$ cat config.mk
export PLATFORM = sky130hd
export DESIGN_NAME = srrip_queue
export DESIGN_NICKNAME = d
export VERILOG_FILES = /design/src/design/srrip_pkg.sv /design/src/design/srrip_queue.sv
export SDC_FILE = /design/constraint.sdc
export NUM_CORES = 1
export LEC_CHECK = 0
export ABC_AREA = 0
export BUFFER_PORTS_ARGS = -buffer_cell sky130_fd_sc_hd__buf_2
export CORE_MARGIN = 4
export CORE_UTILIZATION = 40
export CTS_BUF_LIST = sky130_fd_sc_hd__clkbuf_4
export DETAILED_ROUTE_END_ITERATION = 8
export PLACE_DENSITY_LB_ADDON = 0.05
export SYNTH_ARGS = -nofsm -noshare
export SYNTH_HDL_FRONTEND = slang
export SYNTH_SLANG_ARGS = --single-unit
$ cat constraint.sdc
create_clock -name clk -period 2.9 [get_ports clk]
set_clock_uncertainty 0.15 [all_clocks]
set_input_delay 0.29 -clock clk [delete_from_list [all_inputs] [get_ports clk]]
set_output_delay 0.29 -clock clk [all_outputs]
set_load 0.1 [all_outputs]
$ cat src/design/srrip_pkg.sv
// shared types and constants for the srrip/fifo dueling replacement engine
// no dependencies; used by every module of the block but srrip_ram, by scoped names

package srrip_pkg;

    localparam int NUM_SETS   = 2048;
    localparam int SET_W      = 11;
    localparam int NUM_WAYS   = 16;
    localparam int WAY_W      = 4;
    localparam int AGE_W      = 32;
    localparam int STAT_W     = 32;
    localparam int CNT_W      = 20;
    localparam int RRPV_W     = 2;
    localparam int PERIOD_W   = 5;
    localparam int PERIOD_MAX = 20;
    localparam int RRPV_ROW_W = NUM_WAYS * RRPV_W;
    localparam int AGE_ROW_W  = NUM_WAYS * AGE_W;
    localparam int QUEUE_DEPTH = 2;

    localparam logic [RRPV_W-1:0] RRPV_MAX    = 2'd3;
    localparam logic [RRPV_W-1:0] RRPV_INSERT = 2'd2;
    localparam logic [RRPV_W-1:0] RRPV_HIT    = 2'd0;
    localparam logic [STAT_W-1:0] STAT_MAX    = {STAT_W{1'b1}};
    localparam logic [AGE_W-1:0]  AGE_MAX     = {AGE_W{1'b1}};

    localparam logic [SET_W-1:0]    LEADERS_RESET = 11'd32;
    localparam logic [PERIOD_W-1:0] PERIOD_RESET  = 5'd12;

    // command codes
    localparam logic CMD_QUERY  = 1'b0;
    localparam logic CMD_UPDATE = 1'b1;

    // policy codes
    localparam logic POL_SRRIP = 1'b0;
    localparam logic POL_FIFO  = 1'b1;

    // configuration register indexes
    localparam logic CFG_LEADERS = 1'b0;
    localparam logic CFG_PERIOD  = 1'b1;

    // classified item handed from front to back
    typedef struct packed {
        logic             cmd;
        logic [SET_W-1:0] set_index;
        logic [WAY_W-1:0] way_index;
        logic             was_hit;
        logic             srrip_leader;
        logic             fifo_leader;
    } item_t;

    typedef enum logic [2:0] {
        ST_CLEAR,
        ST_IDLE,
        ST_REDUCE,
        ST_APPLY,
        ST_MUL_A,
        ST_MUL_B,
        ST_DECIDE
    } back_state_t;

endpackage

$ cat src/design/srrip_queue.sv
// short queue of classified items between the front and back parts
// depends on srrip_pkg

module srrip_queue (
    input  logic                  clk,
    input  logic                  rst_n,
    input  logic                  push,
    input  srrip_pkg::item_t      push_data,
    output logic                  full,
    input  logic                  pop,
    output logic                  not_empty,
    output srrip_pkg::item_t      pop_data
);

    srrip_pkg::item_t slot_reg [srrip_pkg::QUEUE_DEPTH];
    logic       wr_ptr_reg, wr_ptr_next;
    logic       rd_ptr_reg, rd_ptr_next;
    logic [1:0] count_reg, count_next;

    assign full      = (count_reg == 2'(srrip_pkg::QUEUE_DEPTH));
    assign not_empty = (count_reg != 2'd0);
    assign pop_data  = slot_reg[rd_ptr_reg];

    // pointer and count update
    always_comb
    begin
        wr_ptr_next = push ? ~wr_ptr_reg : wr_ptr_reg;
        rd_ptr_next = pop ? ~rd_ptr_reg : rd_ptr_reg;
        count_next  = count_reg + 2'(push) - 2'(pop);
    end

    always_ff @(posedge clk or negedge rst_n)
    begin
        if (!rst_n)
        begin
            wr_ptr_reg <= 1'b0;
            rd_ptr_reg <= 1'b0;
            count_reg  <= 2'd0;
        end
        else
        begin
            wr_ptr_reg <= wr_ptr_next;
            rd_ptr_reg <= rd_ptr_next;
            count_reg  <= count_next;
        end
    end

    // payload storage
    always_ff @(posedge clk)
    begin
        if (push)
        begin
            slot_reg[wr_ptr_reg] <= push_data;
        end
    end

endmodule

==> impl_metrics.ini <==
[status]
status = finished, final reports clean

[detailed_routing]
drtPass1Iterations = 3
routedWlPerCell_um = 13.2
drt_iter0_drc = 15
ant_nets = 0
wl_um = 2600
drc = 0
viasPerCell = 4.36
vias = 858

[min_path]
min_path_type = in2async

[grt]
grt_max_degree = 20
grt_overflow = 0
grt_use_total = 0.111
antenna_found_initial = 0
grt_pass1_vias = 915
grt_pass1_wl_um = 4240

[sta]
fmax_mhz = 466
finalCritPeriodShare = 0.741
max_slew_margin = 0.605
hold-worst-slack_ns = 0.132
slew_viol_final = 0
worst_slack_ns = 0.752
hold_violations = 0
tns_ns = 0
setup_violations = 0
worst_pin_slew_ns = 0.589
rsz0062_at_grt = false
fin_crit_ns = 2.15

[cells_and_area]
fin_nets = 172
drive_gt1_frac = 0.497
antenna_cells = 0
largest_reg_flops = 38
layout_commonest_cell = buf_2
fin_util = 0.555
layout_common_cells = 43 x buf_2, 38 x edfxtp_1, 22 x dlygate4sd3_1
syn2layout_area_growth_pct = 34.7

[critical_path]
worstRegToRegCells = 2
cp-end-kind = output port
required_ns = 2.46
cp.arrival_ns = 1.71
criticalPathCategory = reg2out
path_buf_inv = 2
cp_cell_sequence = buf_4, mux2_4, buf_2
crit_family = buffers and inverters
start_kind = flip-flop
path_max_fanout = 19
r2r_setup_slack_ns = 1.23
max_stage_delay_ns = 0.42
reg2reg_to = slot_reg[0][12]
crit_slowest_cell = buf_2
worstReg2RegStart = wr_ptr_reg

[clock_tree]
h-tree-depth = 2
cts_buffers = 5
clock_latency_ns = 0.33
cts_tree = yes
clkSinkCount = 42
clk_pin_slew_ns = 0.11
clockBufferDepth = 2
cts-root-buf = clkbuf_4
post_cts_buffers = 0

[place]
portBuffers = 43
place_congestion = 0.636
pre_cts_slack_ns = 1.10

[floorplan]
coreArea_mm2 = 0.00400
ios = 44
die_x_um = 72.2
die-area_mm2 = 0.00521
initial_core_util = 0.412
die_y_um = 72.2
num_rows = 23

[yosys]
yosysSeqAreaShare = 0.753
ys_ff_latch = 42
syn_area_per_cell_um2 = 22.3
ys_warn_count = 0
netlist_instances = 74
synth_fp_nets = 99
netlist_area_mm2 = 0.00165
ys_types = 11

[job]
maxCapViolCount = 0
==> worst max path at each step <==
stage / startpoint / endpoint / slack [ns] / depth (start not counted)
3_5_place_dp: rd_ptr_reg / pop_data[14] / 1.10 / 3
6_report: rd_ptr_reg / pop_data[14] / 0.75 / 3
4_1_cts: rd_ptr_reg / pop_data[14] / 0.71 / 3
3_3_place_gp: rd_ptr_reg / pop_data[14] / 1.12 / 3
2_1_floorplan: count_reg[1] / full / 0.75 / 1
5_1_grt: rd_ptr_reg / pop_data[15] / 0.65 / 3
==> kinds of logic (layout without fill, tap and decap cells) <==
logic type,count (synthesis),count (layout),share of synthesized area
xor+xnor,3,3,0.0251
fa+ha+maj,2,2,0.0152
buf+inv,4,77,0.0182
flops,42,42,0.753
mux,19,19,0.173
simple gates,4,4,0.0152
==> repair_timing <==
action	4_1_cts	5_1_grt
resized for setup	0	0
hold endpoints to repair	44	0
hold buffers	22	0
==> cell usage after synthesis <==
library cell	number	area share
edfxtp_1	38	0.69
mux2_4	19	0.17
dfrtp_1	4	0.061
buf_6	2	0.014
ha_1	2	0.015
inv_1	2	0.0046
nor2b_1	2	0.0076
xor2_1	2	0.011
and2_1	1	0.0038
or2_2	1	0.0038
xor3_1	1	0.014
==> area by class of cell <==
| cell class | count | area (µm²) |
|---|---|---|
| clock buffers | 5 | 37.5 |
| clock inverters | 2 | 33.8 |
| fillers | 330 | 1780 |
| inverters | 2 | 7.51 |
| multi-input cells | 28 | 379 |
| flip-flops and latches | 42 | 1240 |
| well taps | 50 | 62.6 |
| repair buffers | 68 | 458 |
==> metrics by stage <==
stage,cells,area (µm²)
after global placement,168,1930
after global routing,197,2220
after detailed placement,168,1930
after floorplan,74,1650
final,197,2220
after CTS,197,2220
==> routing by layer <==
metal,wire length [µm],GRT usage
met1,987,0.121
met2,1380,0.191
met3,211,0.0526
met4,15,0.0376
met5,0,0
Power is not shown: default switching activity piles up to over one toggle a cycle in this logic, so the estimate is an artifact.
