### src/design/srrip_pkg.sv
// shared types and constants for the srrip/fifo dueling replacement engine
// no dependencies; used by every module of the block but srrip_ram, by scoped names

package srrip_pkg;

    localparam int NUM_SETS   = 2048;
    localparam int SET_W      = 11;
    localparam int NUM_WAYS   = 16;
    localparam int WAY_W      = 4;
    localparam int AGE_W      = 32;
    localparam int STAT_W     = 32;
    localparam int CNT_W      = 20;
    localparam int RRPV_W     = 2;
    localparam int PERIOD_W   = 5;
    localparam int PERIOD_MAX = 20;
    localparam int RRPV_ROW_W = NUM_WAYS * RRPV_W;
    localparam int AGE_ROW_W  = NUM_WAYS * AGE_W;
    localparam int QUEUE_DEPTH = 2;

    localparam logic [RRPV_W-1:0] RRPV_MAX    = 2'd3;
    localparam logic [RRPV_W-1:0] RRPV_INSERT = 2'd2;
    localparam logic [RRPV_W-1:0] RRPV_HIT    = 2'd0;
    localparam logic [STAT_W-1:0] STAT_MAX    = {STAT_W{1'b1}};
    localparam logic [AGE_W-1:0]  AGE_MAX     = {AGE_W{1'b1}};

    localparam logic [SET_W-1:0]    LEADERS_RESET = 11'd32;
    localparam logic [PERIOD_W-1:0] PERIOD_RESET  = 5'd12;

    // command codes
    localparam logic CMD_QUERY  = 1'b0;
    localparam logic CMD_UPDATE = 1'b1;

    // policy codes
    localparam logic POL_SRRIP = 1'b0;
    localparam logic POL_FIFO  = 1'b1;

    // configuration register indexes
    localparam logic CFG_LEADERS = 1'b0;
    localparam logic CFG_PERIOD  = 1'b1;

    // classified item handed from front to back
    typedef struct packed {
        logic             cmd;
        logic [SET_W-1:0] set_index;
        logic [WAY_W-1:0] way_index;
        logic             was_hit;
        logic             srrip_leader;
        logic             fifo_leader;
    } item_t;

    typedef enum logic [2:0] {
        ST_CLEAR,
        ST_IDLE,
        ST_REDUCE,
        ST_APPLY,
        ST_MUL_A,
        ST_MUL_B,
        ST_DECIDE
    } back_state_t;

endpackage

### src/design/srrip_front.sv
// front part: configuration registers, input beat acceptance, leader classification
// depends on srrip_pkg

module srrip_front (
    input  logic                            clk,
    input  logic                            rst_n,
    input  logic                            s_tvalid,
    output logic                            s_tready,
    input  logic [15:0]                     s_tdata,
    input  logic                            s_tuser,
    input  logic                            cfg_valid,
    output logic                            cfg_ready,
    input  logic                            cfg_index,
    input  logic [srrip_pkg::SET_W-1:0]     cfg_data,
    input  logic                            busy,
    input  logic                            q_full,
    output logic                            q_push,
    output srrip_pkg::item_t                q_data,
    output logic [srrip_pkg::PERIOD_W-1:0]  period_log2
);

    logic [srrip_pkg::SET_W-1:0]    leaders_reg;
    logic [srrip_pkg::PERIOD_W-1:0] period_reg;
    logic [srrip_pkg::SET_W-1:0]    set_idx;
    logic [srrip_pkg::SET_W:0]      twice_leaders;

    assign cfg_ready   = 1'b1;
    assign period_log2 = period_reg;
    assign s_tready    = !busy && !q_full;
    assign q_push      = s_tvalid && s_tready;

    // configuration writes
    always_ff @(posedge clk or negedge rst_n)
    begin
        if (!rst_n)
        begin
            leaders_reg <= srrip_pkg::LEADERS_RESET;
            period_reg  <= srrip_pkg::PERIOD_RESET;
        end
        else if (cfg_valid)
        begin
            if (cfg_index == srrip_pkg::CFG_LEADERS)
            begin
                leaders_reg <= cfg_data;
            end
            else
            begin
                period_reg <= cfg_data[srrip_pkg::PERIOD_W-1:0];
            end
        end
    end

    // classify the set as srrip leader, fifo leader or follower
    always_comb
    begin
        set_idx       = s_tdata[10:0];
        twice_leaders = {leaders_reg, 1'b0};
        q_data.cmd          = s_tuser;
        q_data.set_index    = set_idx;
        q_data.way_index    = s_tdata[14:11];
        q_data.was_hit      = s_tdata[15];
        q_data.srrip_leader = (set_idx < leaders_reg);
        q_data.fifo_leader  = !(set_idx < leaders_reg)
                              && ({1'b0, set_idx} < twice_leaders);
    end

endmodule

### config.mk
export PLATFORM = sky130hd
export DESIGN_NAME = srrip_front
export DESIGN_NICKNAME = d
export VERILOG_FILES = /design/src/design/srrip_pkg.sv /design/src/design/srrip_front.sv
export SDC_FILE = /design/constraint.sdc
export NUM_CORES = 1
export LEC_CHECK = 0
export BUFFER_PORTS_ARGS = -buffer_cell sky130_fd_sc_hd__buf_2
export CAP_MARGIN = 10
export CELL_PAD_IN_SITES_DETAIL_PLACEMENT = 1
export CELL_PAD_IN_SITES_GLOBAL_PLACEMENT = 1
export CORE_ASPECT_RATIO = 0.6
export CORE_MARGIN = 3
export CORE_UTILIZATION = 32
export CTS_CLUSTER_DIAMETER = 80
export CTS_CLUSTER_SIZE = 12
export DETAILED_ROUTE_END_ITERATION = 12
export MAX_ROUTING_LAYER = met4
export PLACE_DENSITY = 0.83
export SETUP_SLACK_MARGIN = 0.4
export SLEW_MARGIN = 10
export SYNTH_ARGS = -nofsm -noshare
export SYNTH_HDL_FRONTEND = slang
export SYNTH_SLANG_ARGS = --single-unit
### constraint.sdc
create_clock -name clk -period 2.15 [get_ports clk]
set_clock_uncertainty 0.2 [all_clocks]
set_input_delay 0.215 -clock clk [delete_from_list [all_inputs] [get_ports clk]]
set_output_delay 0.215 -clock clk [all_outputs]
set_load 0.02 [all_outputs]
==> results.cfg <==
[setup_path]
crit_chain = inv_4 > ha_4 > nand4_1 > a21oi_2 > o2111ai_2 > o211a_1 > buf_6
crit_fanout = 3
cp-start-kind = flop
max_stage_delay_ps = 550
crit_path_top_delay_cell = dfstp_2
critPathKind = flop to output port
crit_path_start = leaders_reg[5]
critPathCaptureType = output port
cp.required_ps = 1740
cp_data_arrival_time_ps = 1810
r2r-start = leaders_reg[5]

[worst_hold_path]
worstHoldStart = cfg_data[4]
min_path_type = input pin to flop

[routing]
drc_errors = 0
wl_met2_um = 1691
drt_iter0_drc = 34
met1_length_um = 1510
route.top_layer_used = met4
dr_wl_met3_um = 188
final_antenna_net_count = 0
num_vias = 1033
via_per_inst = 4.760
wl_per_cell_um = 15.98
drtPass1Iterations = 2
routed_wl_um = 3468

[synthesis]
syn_nets = 182
synth_area_per_cell_sq_um = 9.228
synth_cell_type_count = 24
yosysMostFrequentCell = ha_1
synthArstFlopShare = 1.000
synth_ff_type = dfrtp_1
synth-edff-count = 0
ys_warn_count = 0
syn_inst = 128
yosysSeqAreaShare = 0.3422
synthTopCellsByArea = dfrtp_1, ha_1, buf_4, dfstp_2, mux2_1
synth_area_sq_um = 1181
synthTopCellsByCount = ha_1, buf_4, nand2_1, dfrtp_1, o21ai_1
synth_top_area_share = 0.2754
synth_top_area_cell = dfrtp_1
ys_ff_latch = 16

[floorplan]
coreArea_sq_um = 3403
die_h_um = 53.06
die_area_sq_um = 4480
rows = 16
ioPinCount = 62
initial_core_util = 0.3471
dieWidth_um = 84.43

[grt]
grt_pass1_vias = 1085
grt_pass1_wl_um = 5340
antenna_found_initial = 0
overflow = 0
grt_usage = 0.1640
grt_start_max_net_pins = 22

[clock_network]
cts_made_buffers = 3
cts_buffer_depth = 2
clock_latency_ps = 250
root_buffer = clkbuf_8
clk_pin_slew_ps = 70
cts.sinks = 16
tritoncts = done
h-tree-depth = 1

[sta]
fin_crit_ps = 2226
slew_violations = 0
setup_viol = 1
rsz0062_at_grt = true
min_period_over_period = 1.035
hold_viol = 0
max_freq_mhz = 449.3
final.setup.worst_slack_ps = -75.66

[placement]
place_congestion = 0.8044
dp_hpwl_um = 2624
place_ws_ps = 150.5
port_buffers = 48

[cells_and_area]
antenna_cells = 0
fin_nets = 227
layout-drive-gt1-share = 0.4244
largest_reg_flops = 11
area_growth_pct = 33.37

[job]
max_cap_viol_count = 0

[power_and_ir_drop]
p_leak_nw = 0.7730
p_total_w = 0.001011
ir_drop_mv = 0.3832
powerDensity_nw_per_um2 = 641.5

[status]
outcome = complete, but fails checks
violations = negative setup slack
timing repair:
| item | 4_1_cts | 5_1_grt |
|---|---|---|
| endpoints found under the hold margin | 28 | 0 |
| gates cloned | 0 | 0 |
| hold buffers | 10 | 0 |
| resized for setup | 13 | 8 |
| endpoints found under the setup margin | 2 | 2 |
| pin swaps | 6 | 5 |
| buffers inserted | 1 | 0 |
through the flow:
| stage | std cells | setup TNS (ps) | instance area (sq um) | hold WS [ps] | util |
|---|---|---|---|---|---|
| after floorplan | 128 | 0 | 1181 | -280.6 | - |
| after global placement | 202 | 0 | 1340 | -52.42 | 0.3938 |
| after detailed placement | 202 | 0 | 1340 | -49.93 | 0.3938 |
| after CTS | 217 | -119.5 | 1534 | 1.241 | 0.4507 |
| after global routing | 217 | -221.8 | 1575 | 3.407 | 0.4629 |
| final | 217 | -75.66 | 1575 | 0.7671 | 0.4629 |
kinds of logic (layout without fill, tap and decap cells):
family / after synthesis / after routing / synth area share
other: 1 / 1 / 0.003175
AND/OR/NAND/NOR: 28 / 28 / 0.1081
AO/OA/AOI/OAI: 28 / 28 / 0.1335
buffers and inverters: 30 / 74 / 0.1547
flip-flops: 16 / 16 / 0.3422
multiplexers: 6 / 6 / 0.05720
adder cells (fa/ha/maj): 19 / 19 / 0.2013
where the power goes:
part | switching [W] | internal, W
Combinational | 0.000235 | 0.000175
Clock | 0.000103 | 0.000132
Sequential | 0.0000185 | 0.000348
cells in the final DEF, fill, tap and decap left out, types with 3 or more instances in the layout:
master / Yosys / routed
nor2b_1: 3 / 3
nand2_1: 17 / 16
o21ai_1: 11 / 11
dlygate4sd3_1: 0 / 10
mux2_1: 6 / 6
a21oi_2: 1 / 5
clkbuf_8: 0 / 3
ha_4: 0 / 3
buf_2: 2 / 46
dfrtp_1: 13 / 13
a21oi_1: 9 / 5
dfstp_2: 3 / 3
buf_4: 18 / 3
ha_1: 19 / 16
inv_1: 10 / 7
cell type report:
class,instances,area [sq um]
clock buffer,4,45.04
fill,404,1828
inverter,10,40.04
multi-input combinational,82,665.6
sequential,16,404.1
tap,45,56.30
timing repair buffer,60,364.1
per-layer routing:
metal,GRT usage,vias up
li1,-,502
met1,0.1968,491
met2,0.2840,31
met3,0.03110,9
met4,0.05526,0
met5,-,-
critical path, delay by kind of cell (launching register included):
family | cells | cell delay [ps]
AO/OA/AOI/OAI | 3 | 460
flip-flops | 1 | 550
adder cells (fa/ha/maj) | 1 | 260
buffers and inverters | 2 | 180
AND/OR/NAND/NOR | 1 | 110
worst paths after layout:
path | endpoint | slack, ps | cells past startpoint
max reg2reg | leaders_reg[5] | 1030 | 3
min in group asynchronous | leaders_reg[4] | 200 | 2
min | leaders_reg[4] | 0.8 | 3
max in group asynchronous | period_log2[2] | 1240 | 2
min reg2reg | period_log2[1] | 290 | 1
max | q_data[0] | -80 | 7
Note: power is estimated with default switching activity, not from simulation.
